$ cat config.mk
export PLATFORM = sky130hd
export DESIGN_NAME = ascii_command_frame_parser_top_flat
export DESIGN_NICKNAME = d
export VERILOG_FILES = /design/src/sv/acp_pkg.sv /design/src/sv/acp_ifs.sv /design/src/sv/acp_datapath.sv /design/src/sv/acp_ctrl.sv /design/src/sv/ascii_command_frame_parser_top.sv /design/src/flat_wrapper.sv
export VERILOG_INCLUDE_DIRS = /design/src /design/src/sv
export SDC_FILE = /design/constraint.sdc
export NUM_CORES = 1
export LEC_CHECK = 0
export BUFFER_PORTS_ARGS = -buffer_cell sky130_fd_sc_hd__buf_2
export CORE_AREA = 3 3 191 193
export DETAILED_ROUTE_END_ITERATION = 16
export DIE_AREA = 0 0 194 196
export PLACE_DENSITY = 0.52
export SKIP_LAST_GASP = 1
export SLEW_MARGIN = 40
export SYNTH_ARGS = -nofsm -noshare
export SYNTH_HDL_FRONTEND = slang
export SYNTH_SLANG_ARGS = --single-unit
$ cat constraint.sdc
create_clock -name clk -period 16.35 [get_ports clk]
set_clock_uncertainty 0.05 [all_clocks]
set_input_delay 1.635 -clock clk [delete_from_list [all_inputs] [get_ports clk]]
set_output_delay 1.635 -clock clk [all_outputs]
set_load 0.1 [all_outputs]
$ cat src/sv/assert_macros.svh
// Assertion macros shared by the command frame parser modules
`ifndef ASSERT_MACROS_SVH
`define ASSERT_MACROS_SVH

// Consequent must hold in the same cycle as the antecedent
`define ACP_ASSERT_SAME(label, ante, cons) \
  label: assert property (@(posedge clk) disable iff (rst) (ante) |-> (cons)) \
    else $error("acp assertion failed");

// Consequent must hold in the cycle after the antecedent
`define ACP_ASSERT_NEXT(label, ante, cons) \
  label: assert property (@(posedge clk) disable iff (rst) (ante) |=> (cons)) \
    else $error("acp assertion failed");

`endif

$ cat src/sv/acp_pkg.sv
// Types and constants of the ASCII command frame parser
`timescale 1ns / 1ps
package acp_pkg;

  localparam int unsigned ByteW  = 8;
  localparam int unsigned ValueW = 31;
  localparam int unsigned AccW   = 30;
  localparam int unsigned IdxW   = 4;
  localparam int unsigned CfgIdxW = 2;

  localparam logic [ByteW-1:0] StartReset = 8'd64;
  localparam logic [ByteW-1:0] SepReset   = 8'd44;
  localparam logic [ByteW-1:0] EndReset   = 8'd101;

  localparam logic [ByteW-1:0] ChZero  = 8'd48;
  localparam logic [ByteW-1:0] ChNine  = 8'd57;
  localparam logic [ByteW-1:0] ChSpace = 8'd32;
  localparam logic [ByteW-1:0] ChTab   = 8'd9;
  localparam logic [ByteW-1:0] ChCr    = 8'd13;
  localparam logic [ByteW-1:0] ChMinus = 8'd45;
  localparam logic [ByteW-1:0] ChPlus  = 8'd43;

  typedef enum logic [CfgIdxW-1:0] {
    CFG_START = 2'd0,
    CFG_SEP   = 2'd1,
    CFG_END   = 2'd2
  } cfg_reg_t;

  typedef enum logic [1:0] {
    PH_SKIP   = 2'd0,
    PH_DIGITS = 2'd1,
    PH_DONE   = 2'd2
  } conv_phase_t;

  typedef enum logic [1:0] {
    S_RECV = 2'b01,
    S_EMIT = 2'b10
  } ctl_state_t;

  typedef struct packed {
    logic byte_en;
    logic emit_adv;
    logic clear;
  } ctl_cmd_t;

  typedef struct packed {
    logic emit_last;
  } dp_status_t;

  typedef struct packed {
    logic                     frame_valid;
    logic                     is_action;
    logic [IdxW-1:0]          arg_index;
    logic signed [ValueW-1:0] field_value;
    logic                     truncated;
    logic                     last;
  } result_t;

endpackage

$ cat src/sv/acp_ifs.sv
// Byte and result channel interfaces of the command frame parser
`timescale 1ns / 1ps
interface acp_byte_if;
  logic                        valid;
  logic                        ready;
  logic [acp_pkg::ByteW-1:0]   rx_byte;
  logic                        chunk_end;

  modport source (output valid, output rx_byte, output chunk_end, input ready);
  modport sink (input valid, input rx_byte, input chunk_end, output ready);
endinterface

interface acp_result_if;
  logic                               valid;
  logic                               ready;
  logic                               frame_valid;
  logic                               is_action;
  logic [acp_pkg::IdxW-1:0]           arg_index;
  logic signed [acp_pkg::ValueW-1:0]  field_value;
  logic                               truncated;
  logic                               last;

  modport source (output valid, output frame_valid, output is_action, output arg_index,
                  output field_value, output truncated, output last, input ready);
  modport sink (input valid, input frame_valid, input is_action, input arg_index,
                input field_value, input truncated, input last, output ready);
endinterface

$ cat src/sv/acp_datapath.sv
// Datapath: delimiter registers, field conversion, argument store, result mux
`timescale 1ns / 1ps
`include "assert_macros.svh"
module acp_datapath #(
  parameter int unsigned MAX_ARGS        = 4,
  parameter int unsigned MAX_FIELD_CHARS = 9
) (
  input  logic                              clk,
  input  logic                              rst,
  input  logic                              cfg_we,
  input  logic [acp_pkg::CfgIdxW-1:0]       cfg_index,
  input  logic [acp_pkg::ByteW-1:0]         cfg_data,
  input  logic [acp_pkg::ByteW-1:0]         rx_byte,
  input  acp_pkg::ctl_cmd_t                 cmd,
  output acp_pkg::dp_status_t               status,
  output acp_pkg::result_t                  result
);

  localparam int unsigned CntW = $clog2(MAX_ARGS + 1);
  localparam int unsigned AddrW = (MAX_ARGS > 1) ? $clog2(MAX_ARGS) : 1;

  logic [acp_pkg::ByteW-1:0] start_byte;
  logic [acp_pkg::ByteW-1:0] separator_byte;
  logic [acp_pkg::ByteW-1:0] end_byte;

  logic                             at_chunk_start;
  logic                             first_was_start;
  logic                             end_reached;
  logic                             prev_byte_was_end;
  logic                             action_done;
  logic signed [acp_pkg::ValueW-1:0] action_value;
  logic signed [acp_pkg::ValueW-1:0] arg_store [MAX_ARGS];
  logic [CntW-1:0]                  arg_count;
  logic [acp_pkg::AccW-1:0]         accumulator;
  logic                             negative_sign;
  acp_pkg::conv_phase_t             conversion_phase;
  logic [3:0]                       field_char_count;
  logic                             overflow_seen;
  logic [CntW-1:0]                  emit_idx;

  logic                             is_start, is_sep, is_end;
  logic                             take, fin, feed, feed_over;
  logic                             c_digit, c_ws, c_sign, run_digits;
  logic [acp_pkg::AccW-1:0]         accumulator_next;
  logic                             negative_sign_next;
  acp_pkg::conv_phase_t             conversion_phase_next;
  logic signed [acp_pkg::ValueW-1:0] fin_value;
  logic                             args_full;
  logic [CntW-1:0]                  arg_pos;
  logic                             frame_ok;

  always_ff @(posedge clk) begin
    if (rst) begin
      start_byte     <= acp_pkg::StartReset;
      separator_byte <= acp_pkg::SepReset;
      end_byte       <= acp_pkg::EndReset;
    end else if (cfg_we) begin
      unique case (cfg_index)
        acp_pkg::CFG_START: start_byte     <= cfg_data;
        acp_pkg::CFG_SEP:   separator_byte <= cfg_data;
        acp_pkg::CFG_END:   end_byte       <= cfg_data;
        default: ;
      endcase
    end
  end

  assign is_start  = (rx_byte == start_byte);
  assign is_sep    = (rx_byte == separator_byte);
  assign is_end    = (rx_byte == end_byte);
  assign take      = !end_reached && !is_start;
  assign fin       = take && (is_sep || is_end);
  assign feed      = take && !is_sep && !is_end;
  assign feed_over = (field_char_count >= 4'(MAX_FIELD_CHARS));
  assign args_full = (arg_count >= CntW'(MAX_ARGS));

  assign c_digit = (rx_byte >= acp_pkg::ChZero) && (rx_byte <= acp_pkg::ChNine);
  assign c_ws    = (rx_byte == acp_pkg::ChSpace) ||
                   ((rx_byte >= acp_pkg::ChTab) && (rx_byte <= acp_pkg::ChCr));
  assign c_sign  = (rx_byte == acp_pkg::ChMinus) || (rx_byte == acp_pkg::ChPlus);

  always_comb begin
    conversion_phase_next = conversion_phase;
    accumulator_next      = accumulator;
    negative_sign_next    = negative_sign;
    run_digits            = 1'b0;
    unique case (conversion_phase)
      acp_pkg::PH_SKIP: begin
        if (c_ws) begin
          conversion_phase_next = conversion_phase;
        end else if (c_sign) begin
          negative_sign_next    = (rx_byte == acp_pkg::ChMinus);
          conversion_phase_next = acp_pkg::PH_DIGITS;
        end else begin
          run_digits = 1'b1;
        end
      end
      acp_pkg::PH_DIGITS: run_digits = 1'b1;
      default: ;
    endcase
    if (run_digits) begin
      if (c_digit) begin
        accumulator_next = (accumulator << 3) + (accumulator << 1)
                         + acp_pkg::AccW'(rx_byte - acp_pkg::ChZero);
        conversion_phase_next = acp_pkg::PH_DIGITS;
      end else begin
        conversion_phase_next = acp_pkg::PH_DONE;
      end
    end
  end

  assign fin_value = negative_sign ? (acp_pkg::ValueW'(0) - {1'b0, accumulator})
                                   : {1'b0, accumulator};

  always_ff @(posedge clk) begin
    if (rst || cmd.clear) begin
      at_chunk_start    <= 1'b1;
      first_was_start   <= 1'b0;
      end_reached       <= 1'b0;
      prev_byte_was_end <= 1'b0;
      action_done       <= 1'b0;
      action_value      <= '0;
      arg_count         <= '0;
      accumulator       <= '0;
      negative_sign     <= 1'b0;
      conversion_phase  <= acp_pkg::PH_SKIP;
      field_char_count  <= '0;
      overflow_seen     <= 1'b0;
      emit_idx          <= '0;
    end else if (cmd.byte_en) begin
      if (at_chunk_start) begin
        first_was_start <= is_start;
        at_chunk_start  <= 1'b0;
      end
      prev_byte_was_end <= is_end;
      if (fin) begin
        if (!action_done) begin
          action_value <= fin_value;
          action_done  <= 1'b1;
        end else if (!args_full) begin
          arg_count <= arg_count + 1'b1;
        end else begin
          overflow_seen <= 1'b1;
        end
        accumulator      <= '0;
        negative_sign    <= 1'b0;
        conversion_phase <= acp_pkg::PH_SKIP;
        field_char_count <= '0;
        if (is_end && !is_sep) begin
          end_reached <= 1'b1;
        end
      end else if (feed) begin
        if (feed_over) begin
          overflow_seen <= 1'b1;
        end else begin
          field_char_count <= field_char_count + 1'b1;
          accumulator      <= accumulator_next;
          negative_sign    <= negative_sign_next;
          conversion_phase <= conversion_phase_next;
        end
      end
    end else if (cmd.emit_adv) begin
      emit_idx <= emit_idx + 1'b1;
    end
  end

  always_ff @(posedge clk) begin
    if (cmd.byte_en && fin && action_done && !args_full) begin
      arg_store[arg_count[AddrW-1:0]] <= fin_value;
    end
  end

  assign frame_ok = first_was_start && prev_byte_was_end;
  assign arg_pos  = emit_idx - 1'b1;

  assign status.emit_last = !frame_ok || (emit_idx == arg_count);

  always_comb begin
    result.frame_valid = frame_ok;
    result.is_action   = (emit_idx == '0);
    result.arg_index   = (emit_idx == '0) ? '0 : 4'(arg_pos);
    result.truncated   = frame_ok && overflow_seen;
    result.last        = status.emit_last;
    if (!frame_ok) begin
      result.field_value = '0;
    end else if (emit_idx == '0) begin
      result.field_value = action_value;
    end else begin
      result.field_value = arg_store[arg_pos[AddrW-1:0]];
    end
  end

  `ACP_ASSERT_SAME(a_emit_in_range, cmd.emit_adv, emit_idx < arg_count)
  `ACP_ASSERT_NEXT(a_end_latched, cmd.byte_en && fin && !is_sep, end_reached)

endmodule

$ cat src/sv/acp_ctrl.sv
// Controller: receive and emit sequencing of the command frame parser
`timescale 1ns / 1ps
`include "assert_macros.svh"
module acp_ctrl (
  input  logic                clk,
  input  logic                rst,
  input  logic                rx_valid,
  input  logic                rx_chunk_end,
  output logic                rx_ready,
  output logic                res_valid,
  input  logic                res_ready,
  input  acp_pkg::dp_status_t status,
  output acp_pkg::ctl_cmd_t   cmd
);

  acp_pkg::ctl_state_t state, state_next;
  logic rx_beat, res_beat;

  assign rx_ready  = (state == acp_pkg::S_RECV);
  assign res_valid = (state == acp_pkg::S_EMIT);
  assign rx_beat   = rx_valid && rx_ready;
  assign res_beat  = res_valid && res_ready;

  assign cmd.byte_en  = rx_beat;
  assign cmd.emit_adv = res_beat && !status.emit_last;
  assign cmd.clear    = res_beat && status.emit_last;

  always_comb begin
    state_next = state;
    unique case (state)
      acp_pkg::S_RECV: if (rx_beat && rx_chunk_end) state_next = acp_pkg::S_EMIT;
      acp_pkg::S_EMIT: if (res_beat && status.emit_last) state_next = acp_pkg::S_RECV;
      default:         state_next = acp_pkg::S_RECV;
    endcase
  end

  always_ff @(posedge clk) begin
    if (rst) begin
      state <= acp_pkg::S_RECV;
    end else begin
      state <= state_next;
    end
  end

  `ACP_ASSERT_SAME(a_one_side, 1'b1, !(rx_ready && res_valid))
  `ACP_ASSERT_NEXT(a_chunk_emits, rx_beat && rx_chunk_end, res_valid)
  `ACP_ASSERT_NEXT(a_last_returns, res_beat && status.emit_last, rx_ready)

endmodule

$ cat src/sv/ascii_command_frame_parser_top.sv
// Top level of the ASCII command frame parser
`timescale 1ns / 1ps
// Takes one received byte per cycle while rx.ready is high. A byte flagged
// chunk_end closes the chunk; rx.ready then drops and the result run goes out
// on res: one beat for an invalid chunk, else the action and up to MAX_ARGS
// arguments, one beat per cycle while res.ready is high, with last on the final
// beat. The arguments of the run of 1 to MAX_ARGS+1 beats are read from the
// argument register file through its single read port; the action comes from
// its own register. Delimiter registers are written on cfg_we; write them
// only while the block is idle. No clearing pass after reset.
module ascii_command_frame_parser_top #(
  parameter int unsigned MAX_ARGS        = 4,
  parameter int unsigned MAX_FIELD_CHARS = 9
) (
  input  logic                        clk,
  input  logic                        rst,
  input  logic                        cfg_we,
  input  logic [acp_pkg::CfgIdxW-1:0] cfg_index,
  input  logic [acp_pkg::ByteW-1:0]   cfg_data,
  acp_byte_if.sink                    rx,
  acp_result_if.source                res
);

  acp_pkg::ctl_cmd_t   cmd;
  acp_pkg::dp_status_t status;
  acp_pkg::result_t    result;

  acp_ctrl u_ctrl (
    .clk          (clk),
    .rst          (rst),
    .rx_valid     (rx.valid),
    .rx_chunk_end (rx.chunk_end),
    .rx_ready     (rx.ready),
    .res_valid    (res.valid),
    .res_ready    (res.ready),
    .status       (status),
    .cmd          (cmd)
  );

  acp_datapath #(
    .MAX_ARGS        (MAX_ARGS),
    .MAX_FIELD_CHARS (MAX_FIELD_CHARS)
  ) u_datapath (
    .clk       (clk),
    .rst       (rst),
    .cfg_we    (cfg_we),
    .cfg_index (cfg_index),
    .cfg_data  (cfg_data),
    .rx_byte   (rx.rx_byte),
    .cmd       (cmd),
    .status    (status),
    .result    (result)
  );

  assign res.frame_valid = result.frame_valid;
  assign res.is_action   = result.is_action;
  assign res.arg_index   = result.arg_index;
  assign res.field_value = result.field_value;
  assign res.truncated   = result.truncated;
  assign res.last        = result.last;

endmodule
$ cat src/flat_wrapper.sv
// flat-port wrapper written by rule: the top's interface ports become plain ports
module ascii_command_frame_parser_top_flat 
#(
  parameter int unsigned MAX_ARGS        = 4,
  parameter int unsigned MAX_FIELD_CHARS = 9
)
  (clk, rst, cfg_we, cfg_index, cfg_data, rx_valid, rx_rx_byte, rx_chunk_end, rx_ready, res_valid, res_frame_valid, res_is_action, res_arg_index, res_field_value, res_truncated, res_last, res_ready);
  acp_byte_if rx_i ();
  acp_result_if res_i ();
  input  logic clk;
  input  logic rst;
  input  logic cfg_we;
  input  logic [acp_pkg::CfgIdxW-1:0] cfg_index;
  input  logic [acp_pkg::ByteW-1:0] cfg_data;
  input wire logic [$bits(rx_i.valid)-1:0] rx_valid;
  input wire logic [$bits(rx_i.rx_byte)-1:0] rx_rx_byte;
  input wire logic [$bits(rx_i.chunk_end)-1:0] rx_chunk_end;
  output wire logic [$bits(rx_i.ready)-1:0] rx_ready;
  output wire logic [$bits(res_i.valid)-1:0] res_valid;
  output wire logic [$bits(res_i.frame_valid)-1:0] res_frame_valid;
  output wire logic [$bits(res_i.is_action)-1:0] res_is_action;
  output wire logic [$bits(res_i.arg_index)-1:0] res_arg_index;
  output wire logic [$bits(res_i.field_value)-1:0] res_field_value;
  output wire logic [$bits(res_i.truncated)-1:0] res_truncated;
  output wire logic [$bits(res_i.last)-1:0] res_last;
  input wire logic [$bits(res_i.ready)-1:0] res_ready;
  assign rx_i.valid = rx_valid;
  assign rx_i.rx_byte = rx_rx_byte;
  assign rx_i.chunk_end = rx_chunk_end;
  assign rx_ready = rx_i.ready;
  assign res_valid = res_i.valid;
  assign res_frame_valid = res_i.frame_valid;
  assign res_is_action = res_i.is_action;
  assign res_arg_index = res_i.arg_index;
  assign res_field_value = res_i.field_value;
  assign res_truncated = res_i.truncated;
  assign res_last = res_i.last;
  assign res_i.ready = res_ready;
  ascii_command_frame_parser_top #(.MAX_ARGS(MAX_ARGS), .MAX_FIELD_CHARS(MAX_FIELD_CHARS)) u_core (.clk(clk), .rst(rst), .cfg_we(cfg_we), .cfg_index(cfg_index), .cfg_data(cfg_data), .rx(rx_i), .res(res_i));
endmodule
Yosys cells after proc, flatten, opt, wreduce, memory -nomap -nowiden
Memories as Yosys holds them, arrays and structs flattened.
Index checks and enable logic that the tools add are counted.
{ "totals": {"register_bits": 106, "ram_bits": 124, "input_bits": 24, "wordCells": 148, "mem_count": 1} }
{ "memory_table": {"columns": ["name", "words", "word_bits", "rd", "rd_ports_with_merged_regs", "wr", "line_no", "text"], "rows": [
  ["u_core.u_datapath.arg_store", 4, 31, 1, 0, 1, "acp_datapath.sv:32", "logic signed [acp_pkg::ValueW-1:0] arg_store [MAX_ARGS];"]
]} }
{ "classes": {"addsub": 8, "order_cmp": 6, "eq_ne": 19, "muxes": 39, "bitwise": 3, "reduce_logical": 55} }
{ "ops": {"columns": ["operator", "count"], "rows": [
  ["30-bit two-way mux", 5],
  ["31-bit two-way mux", 3],
  ["30-bit adder", 2],
  ["1-bit by 30-bit subtractor with 31-bit output, first input constant", 1],
  ["8-bit by 6-bit == test with 1-bit output, second input constant", 3],
  ["8-bit == test", 3],
  ["2-bit two-way mux", 10],
  ["1-bit logical AND", 17],
  ["1-bit two-way mux", 15],
  ["2-bit AND reduction", 7],
  ["4-bit two-way mux", 3],
  ["6-bit AND reduction", 2],
  ["2-bit nonzero test", 6],
  ["5-bit AND reduction", 2],
  ["3-bit AND reduction", 3],
  ["8-bit by 6-bit subtractor with 9-bit output, second input constant", 1],
  ["8-bit by 4-bit greater-or-equal comparator with 1-bit output, second input constant", 1],
  ["8-bit by 6-bit greater-or-equal comparator with 1-bit output, second input constant", 1],
  ["8-bit by 4-bit <= comparator with 1-bit output, second input constant", 1],
  ["8-bit by 6-bit <= comparator with 1-bit output, second input constant", 1],
  ["2-bit inequality test, second input constant", 4],
  ["1-bit zero test", 7],
  ["3-bit by 1-bit adder with 3-bit output, second input constant", 2],
  ["2-bit by 1-bit == test with 1-bit output, second input constant", 3],
  ["other kinds (17)", 27]
]} }

Logic depth before layout (Yosys ltp)
Gate-level depths: netlist (run 1).
{ "logic_depth": {"ltp_word": 9, "depth_mapped": 13, "ltp_nobuf": 12} }

Hierarchy
Synthesis (run 1) repeated with hierarchy kept, for this count alone.
{ "unflattened": {"cells_unflattened": 1107, "hier_area_um2": 12200.5} }
{ "by_module_without_submodules": {"columns": ["mod", "n_inst", "cells_each", "area_each_um2"], "rows": [
  ["acp_datapath", 1, 1093, 12091.6],
  ["acp_ctrl", 1, 14, 108.9]
]} }

Worst setup path before layout (run 1)
No wires, ideal clock.
{ "synth_path": {"kind": "input to register", "startpoint": "input rx_rx_byte[4]", "endpoint": "register u_core.u_datapath.accumulator[17] (netlist name)", "setup_ns": 0.128, "arrival_time_ns": 6.634, "t_required_ns": 16.172, "path_slack_ns": 9.538, "path_stages": 12, "cell_sequence": "ha_1 > nor3_1 > fa_1 > ha_1 > a2111oi_0 > o21ai_0 > a31o_2 > a31o_2 > a41oi_1 > nor2b_1 > xor2_1 > o31ai_1"} }
{ "synth_between": {"elab_chain_cells": 7} }
{ "synth_rtl": {"columns": ["element", "line_no", "text"], "rows": [
  ["start: declaration", "flat_wrapper.sv:16", "input wire logic [$bits(rx_i.rx_byte)-1:0] rx_rx_byte;"],
  ["8-bit by 6-bit subtractor with 9-bit output (tied with other cells)", "acp_datapath.sv:103", "+ acp_pkg::AccW'(rx_byte - acp_pkg::ChZero);"],
  ["30-bit adder (tied with other cells)", "acp_datapath.sv:103", null],
  ["30-bit two-way mux (tied with other cells)", "acp_datapath.sv:101", "if (c_digit) begin"],
  ["30-bit two-way mux (tied with other cells)", "acp_datapath.sv:100", "if (run_digits) begin"],
  ["30-bit two-way mux (tied with other cells)", "acp_datapath.sv:152", "if (feed_over) begin"],
  ["30-bit two-way mux or 2-bit nonzero test (tied branches)", null, null],
  ["30-bit two-way mux or 5-bit AND reduction (tied branches)", null, null],
  ["end signal: assignment", "acp_datapath.sv:156", "accumulator <= accumulator_next;"],
  ["end: declaration", "acp_datapath.sv:34", "logic [acp_pkg::AccW-1:0] accumulator;"]
]} }
Parallel ways exist; a longest one is shown, timed or not. The select of a mux whose other input is x is not followed.
A chain may end at the register's enable or synchronous reset.

Worst setup path after layout (run 1)
{ "layout_path": {"startpoint": "input rx_rx_byte[5]", "endpoint": "register u_core.u_datapath.accumulator[17] (netlist name)"} }
The elaborated chain is that of the path after synthesis.

==> flow_summary.yaml, run 1 <==
placed_design:
  placed_area_sq_mm: 0.0129
  place_ws_ns: 10.77
  port_buffers: 63
  dp_cells: 1593
  dp_hpwl_mm: 19.6
  gp_congestion: 0.820
synthesis:
  synth.avg_cell_area_sq_um: 10.9
  yosysWarningCount: 0
  synth_top_area_frac: 0.306
  synth_top_cell_by_area: "edfxtp_1"
  synth_cell_types: 75
  synthFlopType: "edfxtp_1"
  synth-edff-count: 124
  synthesis.area_sq_mm: 0.0122
  ys_ff_latch: 230
  yosysSeqAreaShare: 0.481
  synthCells: 1113
  syn_nets: 1208
  synth_area_leaders: "edfxtp_1 31%, dfxtp_1 17%, mux4_2 5.7%"
  async_flop_share: 0
outcome:
  status: "finished clean"
detailed_routing:
  wl_per_cell_um: 17.8
  drt-initial-drc-count: 474
  drc: 0
  num_vias: 8447
  wl_mm: 29.3
  drt-pass1-iter-count: 4
  drt-vias-per-instance: 5.14
  final_antenna_net_count: 0
timing:
  fin_crit_sh: 0.311
  period_minus_slack_ns: 5.08
  relSlewSlack: 0.506
  grt_setup_unrepaired: "no"
  fin_hold_ws_ns: 0.404
  max_freq_mhz: 197
  tightest_slew_ns: 0.741
  hold_viol: 0
  setup-tns-final_ns: 0
  worst_slack_ns: 11.27
  setup_viol: 0
  report.final.slew_viol_count: 0
die:
  core_sq_mm: 0.0347
  die_h_um: 196
  num_io_pins: 65
  initial_core_util: 0.350
  dieArea_sq_mm: 0.0380
  die_x_um: 194
  num_rows: 68
global_routing:
  grt_pass1_vias: 8457
  grt_overflow: 0
  grt_usage: 0.153
  grt_pass1_wl_mm: 47.6
  antenna_found_initial: 1
  grt_max_degree: 36
critical_path:
  r2r_slack_ns: 12.70
  cpPeakStageDelay_ns: 0.49
  r2r-start: "u_core.u_datapath.separator_byte[4]$_SDFFE_PP0P_"
  worst_r2r_endpoint: "u_core.u_datapath.arg_store[3][18]$_DFFE_PP_"
  crit_path_start_kind: "input pin"
  critPathSlowestCell: "fa_1"
  crit_chain: "buf_2, ha_1, nor3_2, buf_4, fa_1, ha_1, a2111oi_0, o21ai_0, a31o_2, a31o_2, a41oi_1, nor2b_1, xor2_1, o31ai_1"
  cp_max_fo: 22
  worstPathArrival_ns: 5.40
  critPathKind: "input pin to register"
  ff2ff_path_depth: 7
  cp-end-kind: "register"
  worstPathRequired_ns: 16.67
clock_network:
  post-cts-setup-buffers: 0
  htree_levels: 1
  insertion_delay_ns: 0.52
  root_buffer: "clkbuf_16"
  cts_hold_buf: 0
  cts.sinks: 230
  clkTransAtPathRegs_ns: 0.06
  cts_buffer_depth: 3
  cts_tree: "done"
  cts_buffers: 26
  cts-resized-gates: 0
power:
  netSwitchingPower_uw: 287
  clockPowerShare: 0.456
  pwr-share-comb: 0.060
  switching_share: 0.227
  vdd_ir_drop_max_uv: 56.8
  power_density_mw_per_mm2: 91.7
  internal_power_uw: 977
  total_leakage_power_nw: 5.07
  p_total_mw: 1.26
  pwr-share-seq: 0.484
cells_and_area:
  post-route-util: 0.397
  drive_gt1_frac: 0.154
  num_antenna_cells: 0
  layout_common_cells: "145 x nand2_1, 124 x edfxtp_1, 104 x dfxtp_1"
  fin_area_sq_mm: 0.0138
  syn_to_final_growth_pct: 13.4
  final_common_cell: "nand2_1"
  layout.nets: 1262
  layout.cells.non_filler: 1642
worst_hold_path:
  hp-class: "register to register"
  worst_hold_path.num_cells: 2
  hp-start: "u_core.u_datapath.at_chunk_start$_SDFFE_PP1P_"
  min_to: "u_core.u_datapath.at_chunk_start$_SDFFE_PP1P_"
run:
  drv_cap: 0
-- how the worst max path moves through the flow --
stage	start	end	cells past startpoint
after floorplan	rx_rx_byte[4]	u_core.u_datapath.accumulator[17]$_SDFFE_PP0P_	12
after global placement	rx_rx_byte[5]	u_core.u_datapath.accumulator[27]$_SDFFE_PP0P_	14
after detailed placement	rx_rx_byte[5]	u_core.u_datapath.accumulator[17]$_SDFFE_PP0P_	14
after CTS	rx_rx_byte[5]	u_core.u_datapath.accumulator[17]$_SDFFE_PP0P_	14
after global routing	rx_rx_byte[5]	u_core.u_datapath.accumulator[27]$_SDFFE_PP0P_	14
final	rx_rx_byte[5]	u_core.u_datapath.accumulator[17]$_SDFFE_PP0P_	14
-- layout make-up --
cell class	count	area, sq um
multi-input cells	800	5950
inverters	28	105
well taps	455	569
repair buffers	81	454
fillers	3361	20900
clock inverters	18	146
clock buffers	30	707
flip-flops and latches	230	5850
-- cells in the mapped netlist (all sizes together) (11+ instances only) --
master,instances
nor3,51
mux2i,29
nand3,19
nor2,77
mux4,31
nor2b,11
dfxtp,106
edfxtp,124
a21oi,83
buf,15
ha,44
nand2,145
o21ai,41
inv,27
xnor2,52
fa,27
o31ai,13
xor2,33
clkbuf,39
-- cell families (layout without fill, tap and decap cells) --
| kind of cell | after synthesis | in the layout | share of synthesized area |
|---|---|---|---|
| buffers and inverters | 83 | 157 | 0.0317 |
| other | 1 | 1 | 0.000309 |
| AOI/OAI and AO/OA | 206 | 206 | 0.106 |
| adders and majority gates | 71 | 71 | 0.0898 |
| xor gates and xnor gates | 85 | 85 | 0.0613 |
| DFF | 230 | 230 | 0.481 |
| muxes | 62 | 62 | 0.0832 |
| and+or+nand+nor | 375 | 375 | 0.146 |
-- routing by layer --
metal  global-route usage  vias to the layer above  routed length [um]
met5                    0                        -                  13
met4               0.0285                        2                 367
met3               0.0179                       28                1080
met2                0.256                      142               13600
met1                0.217                     4131               14200
li1                     -                     4144                   -
-- worst max-delay path, delay by kind of cell --
family | cells | cell delay (ns)
and+or+nand+nor | 2 | 0.40
buffers and inverters | 2 | 0.53
AOI/OAI and AO/OA | 6 | 1.52
adders and majority gates | 3 | 1.14
xor gates and xnor gates | 1 | 0.18
-- power by group through the flow --
stage | sequential, mW | combinational, mW | clock, mW
after global routing | 0.613 | 0.0838 | 0.616
final | 0.612 | 0.0753 | 0.576
after CTS | 0.612 | 0.0753 | 0.591
after detailed placement | 0.625 | 0.0748 | 0
after floorplan | 0.623 | 0.0555 | 0
after global placement | 0.625 | 0.0746 | 0
-- flip-flops by register name, summed over array words and instances (netlist names), 3 cells and up --
signal	flops
u_core.u_datapath.accumulator	30
u_core.u_datapath.start_byte	8
u_core.u_datapath.field_char_count	4
u_core.u_datapath.arg_store	124
u_core.u_datapath.separator_byte	8
u_core.u_datapath.end_byte	8
u_core.u_datapath.emit_idx	3
u_core.u_datapath.arg_count	3
u_core.u_datapath.action_value	31
Note: power is estimated with default switching activity, not from simulation.
==> inputs of run 2 (changes only) <==
--- a/config.mk
+++ b/config.mk
@@ -6,10 +6,11 @@
 export SDC_FILE = /design/constraint.sdc
 export NUM_CORES = 1
 export LEC_CHECK = 0
+export ABC_AREA = 1
 export BUFFER_PORTS_ARGS = -buffer_cell sky130_fd_sc_hd__buf_2
-export CORE_AREA = 3 3 191 193
+export CORE_AREA = 3 3 200 202
 export DETAILED_ROUTE_END_ITERATION = 16
-export DIE_AREA = 0 0 194 196
+export DIE_AREA = 0 0 203 205
 export PLACE_DENSITY = 0.52
 export SKIP_LAST_GASP = 1
 export SLEW_MARGIN = 40
==> constraint.sdc (replaced) <==
create_clock -name clk -period 5.16 [get_ports clk]
set_clock_uncertainty 0.05 [all_clocks]
set_input_delay 0.516 -clock clk [delete_from_list [all_inputs] [get_ports clk]]
set_output_delay 0.516 -clock clk [all_outputs]
set_load 0.1 [all_outputs]
==> run 2 against run 1 <==
  * Non-clock buffer count down 2
  * Cell area up 9.6%
  * Critical path depth down 6
  * Critical endpoint is now res_field_value[7]
  * Highest routed layer is now met4
==> flow_summary.yaml, run 2 <==
outcome:
  status: "finished clean"
timing:
  max_freq_mhz: 260
  setup-tns-final_ns: 0
  fin_crit_sh: 0.744
  tightest_slew_ns: 0.722
  report.final.slew_viol_count: 0
  grt_setup_unrepaired: "no"
  relSlewSlack: 0.517
  fin_hold_ws_ns: 0.113
  period_minus_slack_ns: 3.84
  setup_viol: 0
  hold_viol: 0
die:
  core_sq_mm: 0.0385
  num_rows: 72
  dieArea_sq_mm: 0.0416
  die_h_um: 205
  initial_core_util: 0.347
  die_x_um: 203
  num_io_pins: 65
placed_design:
  port_buffers: 63
  dp_hpwl_mm: 25.0
  gp_congestion: 0.894
critical_path:
  cp-end-kind: "output pin"
  worstPathRequired_ns: 4.59
  cp_max_fo: 48
  critPathKind: "register to output pin"
  crit_path_start_kind: "register"
  critPathSlowestCell: "ha_2"
  worstPathArrival_ns: 3.27
  crit_family: "buffers and inverters"
  crit_chain: "inv_1, ha_2, buf_4, o21ai_0, o21ai_0, o221ai_1, inv_1, buf_2"
  worst_setup_path_startpoint: "u_core.u_datapath.emit_idx[1]$_SDFFE_PP0P_"
  cp_num_buf_inv: 4
  cpPeakStageDelay_ns: 0.56
  r2r-start: "u_core.u_datapath.accumulator[8]$_SDFFE_PP0P_"
detailed_routing:
  drc: 0
  drt-initial-drc-count: 598
  drt-pass1-iter-count: 5
  wl_per_cell_um: 16.3
  wl_mm: 36.8
  drt-vias-per-instance: 4.91
  final_antenna_net_count: 0
  num_vias: 11100
cells_and_area:
  largest_register_ffs: 124
  num_antenna_cells: 0
  drive_gt1_frac: 0.0899
  post-route-util: 0.393
  final_common_cell: "nand2_1"
  layout.nets: 1811
  layout_common_cells: "341 x nand2_1, 272 x nor2_1, 203 x inv_1"
  syn_to_final_growth_pct: 13.0
synthesis:
  synth-edff-count: 124
  synth_top_area_frac: 0.279
  synth_most_common_cell: "nand2_1"
  syn_nets: 1765
  synthCells: 1670
  yosysSeqAreaShare: 0.437
  synth_commonest_cells: "341 x nand2_1, 275 x nor2_1, 203 x inv_1"
  yosysWarningCount: 0
  synth_area_leaders: "edfxtp_1 28%, dfxtp_1 16%, nand2_1 9.6%"
  async_flop_share: 0
  synth_top_cell_by_area: "edfxtp_1"
  synthesis.area_sq_mm: 0.0134
  synthFlopType: "edfxtp_1"
  ys_ff_latch: 230
  synth_cell_types: 45
  synth.avg_cell_area_sq_um: 8.00
worst_hold_path:
  hp-class: "input pin to register"
  hp-start: "rst"
run:
  drv_cap: 0
clock_network:
  cts.sinks: 230
  cts-resized-gates: 0
  cts_tree: "done"
  insertion_delay_ns: 0.55
  cts_buffers: 27
  cts_hold_buf: 0
  cts_buffer_depth: 3
  post-cts-setup-buffers: 0
  htree_levels: 1
  root_buffer: "clkbuf_16"
  clkTransAtPathRegs_ns: 0.06
power:
  total_leakage_power_nw: 6.88
  vdd_ir_drop_max_uv: 227
  power_density_mw_per_mm2: 290
global_routing:
  antenna_found_initial: 0
  grt_max_degree: 67
  grt_overflow: 0
  grt_pass1_vias: 10600
  grt_pass1_wl_mm: 58.3
  grt_usage: 0.175
-- run 2: cell types whose count changed after synthesis, moves of 24 or more --
cell      before  now
mux4_2        31    0
inv_1         27  203
xnor2_1       52   28
o221ai_1       2   31
nand3_1       19   81
nor3_1        51   11
nor2_1        77  275
o21ai_0       38  136
nand2_1      145  341
-- run 2: worst paths after layout --
path,slack [ns],to,cells past startpoint
min,0.11,u_core.u_ctrl.state[1]$_SDFFE_PP0P_,2
max reg2reg,2.11,u_core.u_datapath.accumulator[19]$_SDFFE_PP0P_,13
max,1.32,res_field_value[7],8
min reg2reg,0.41,u_core.u_datapath.overflow_seen$_SDFFE_PP0P_,2
-- run 2: final cells by class --
| cell class | count | area (sq um) |
|---|---|---|
| clock buffers | 31 | 711 |
| clock inverters | 18 | 179 |
| fillers | 3976 | 23400 |
| inverters | 216 | 813 |
| multi-input cells | 1162 | 6420 |
| flip-flops and latches | 230 | 5850 |
| well taps | 518 | 648 |
| repair buffers | 79 | 482 |
-- run 2: through the flow --
| stage | setup slack, ns | power (mW) | cells | instance area, sq um |
|---|---|---|---|---|
| after floorplan | 0.362 | 2.36 | 1670 | 13400 |
| after global placement | 1.13 | 2.49 | 2203 | 14200 |
| after detailed placement | 1.07 | 2.50 | 2205 | 14200 |
| after CTS | 1.30 | 4.43 | 2254 | 15100 |
| after global routing | 1.14 | 4.56 | 2254 | 15100 |
| final | 1.32 | 4.37 | 2254 | 15100 |
-- run 2: logic make-up (layout without fill, tap and decap cells) --
| logic type | Yosys count | in the layout | share of synthesized area |
|---|---|---|---|
| DFF | 230 | 230 | 0.437 |
| muxes | 31 | 31 | 0.0232 |
| other | 1 | 1 | 0.000281 |
| xor gates and xnor gates | 56 | 56 | 0.0367 |
| AOI/OAI and AO/OA | 246 | 246 | 0.104 |
| and+or+nand+nor | 757 | 757 | 0.233 |
| buffers and inverters | 278 | 344 | 0.0834 |
| adders and majority gates | 71 | 71 | 0.0816 |
-- run 2: metal layers --
layer  track usage  routed length [um]
met5             0                   0
met4        0.0379                 542
met3        0.0211                1440
met2         0.295               17200
met1         0.242               17600
-- run 2: report_power, final --
| part | total, mW | internal [mW] | switching (mW) |
|---|---|---|---|
| Combinational | 0.475 | 0.157 | 0.318 |
| Sequential | 1.98 | 1.95 | 0.0355 |
| Clock | 1.92 | 1.14 | 0.776 |
==> inputs of run 3 (changes only) <==
==> constraint.sdc (replaced) <==
create_clock -name clk -period 4 [get_ports clk]
set_clock_uncertainty 0.05 [all_clocks]
set_input_delay 0.4 -clock clk [delete_from_list [all_inputs] [get_ports clk]]
set_output_delay 0.4 -clock clk [all_outputs]
set_load 0.1 [all_outputs]
==> run 3 against run 2 <==
  * Clock power increased by 27%
  * Flip-flop and latch count unchanged
  * Sequential share of layout area shrank 1.2 points
  * Sequential power up 29%
  * Worst setup slack worse by 0.60 ns
  * Critical path depth unchanged
==> flow_summary.yaml, run 3 (same netlist as run 2, synthesis figures left out) <==
power:
  p_total_mw: 5.61
  clockPowerShare: 0.433
  netSwitchingPower_mw: 1.44
  internal_power_mw: 4.17
  pwr-share-comb: 0.111
  vdd_ir_drop_max_uv: 302
  power_density_mw_per_mm2: 360
  switching_share: 0.256
  total_leakage_power_nw: 6.96
  pwr-share-seq: 0.456
timing:
  setup-tns-final_ns: 0
  hold_viol: 0
  report.final.slew_viol_count: 0
  tightest_slew_ns: 0.835
  period_minus_slack_ns: 3.28
  fin_hold_ws_ns: 0.0460
  grt_setup_unrepaired: "no"
  max_freq_mhz: 305
  setup_viol: 0
  relSlewSlack: 0.437
  worst_slack_ns: 0.721
  fin_crit_sh: 0.820
placed_design:
  dp_hpwl_mm: 25.1
  placed_area_sq_mm: 0.0147
  dp_cells: 2207
  place_ws_ns: 0.317
  gp_congestion: 0.870
  port_buffers: 63
global_routing:
  grt_pass1_vias: 10500
  grt_max_degree: 66
  grt_overflow: 0
  grt_pass1_wl_mm: 57.9
  grt_usage: 0.172
  antenna_found_initial: 0
critical_path:
  worstPathArrival_ns: 2.83
  cp-end-kind: "output pin"
  cp_max_fo: 37
  crit_chain: "inv_1, ha_2, buf_12, o21ai_0, o21ai_0, o221ai_1, inv_1, buf_12"
  critPathSlowestCell: "ha_2"
  cpPeakStageDelay_ns: 0.67
  crit_path_start_kind: "register"
  critPathKind: "register to output pin"
  worstPathRequired_ns: 3.55
detailed_routing:
  drc: 0
  wl_per_cell_um: 16.1
  wl_mm: 36.2
  drt-vias-per-instance: 4.79
  drt-initial-drc-count: 585
  drt-pass1-iter-count: 5
  num_vias: 10800
  final_antenna_net_count: 0
cells_and_area:
  post-route-util: 0.405
  num_antenna_cells: 0
  syn_to_final_growth_pct: 16.6
  layout_common_cells: "341 x nand2_1, 270 x nor2_1, 203 x inv_1"
  largest_register_ffs: 124
  fin_area_sq_mm: 0.0156
  drive_gt1_frac: 0.0874
  final_common_cell: "nand2_1"
  layout.cells.non_filler: 2258
  layout.nets: 1814
clock_network:
  clkTransAtPathRegs_ns: 0.06
  cts_buffers: 27
  cts_tree: "done"
  cts_buffer_depth: 3
  htree_levels: 1
  root_buffer: "clkbuf_16"
  cts-resized-gates: 0
  cts.sinks: 230
  insertion_delay_ns: 0.54
outcome:
  status: "finished clean"
die:
  dieArea_sq_mm: 0.0416
  initial_core_util: 0.347
  core_sq_mm: 0.0385
  die_x_um: 203
  num_rows: 72
  die_h_um: 205
  num_io_pins: 65
worst_hold_path:
  hp-class: "input pin to register"
run:
  drv_cap: 0
==> run 3: critical path, delay by kind of cell (launching register included) <==
kind | cells | cell delay, ns
compound gates | 3 | 0.47
fa+ha+maj | 1 | 0.67
buf+inv | 4 | 0.75
flops | 1 | 0.38
==> run 3: worst paths after layout <==
check	endpoint	start	cells past startpoint	slack (ns)
hold reg to reg	u_core.u_datapath.overflow_seen$_SDFFE_PP0P_	u_core.u_datapath.overflow_seen$_SDFFE_PP0P_	2	0.41
hold / removal	u_core.u_datapath.end_byte[6]$_SDFFE_PP1P_	cfg_data[6]	3	0.05
setup reg to reg	u_core.u_datapath.accumulator[28]$_SDFFE_PP0P_	u_core.u_datapath.accumulator[9]$_SDFFE_PP0P_	12	0.94
setup / recovery	res_field_value[0]	u_core.u_datapath.emit_idx[1]$_SDFFE_PP0P_	8	0.72
==> run 3: power by group through the flow <==
stage	combinational [mW]	sequential (mW)	clock, mW
floorplan	0.455	2.59	0
global placement	0.613	2.61	0
detailed placement	0.620	2.61	0
CTS	0.623	2.56	2.50
global route	0.706	2.56	2.60
finish	0.621	2.56	2.43
==> run 3: final cells by class <==
class                      instances  area, sq um
inverter                         216          813
fill                            3967        22900
sequential                       230         5850
tap                              518          648
multi-input combinational       1162         6430
clock inverter                    11          119
clock buffer                      39          761
timing repair buffer              82          967
==> run 3: layer usage <==
metal	vias up	routed length (um)	track usage
met5	-	0	0
met2	182	17100	0.296
met4	0	686	0.0339
met1	5039	17000	0.237
met3	47	1450	0.0188
li1	5552	-	-
==> run 3: repair_timing <==
item,in CTS,in global routing
endpoints found under the hold margin,2,0
hold buffers,1,0
setup endpoints to repair,0,0
setup buffers,0,0
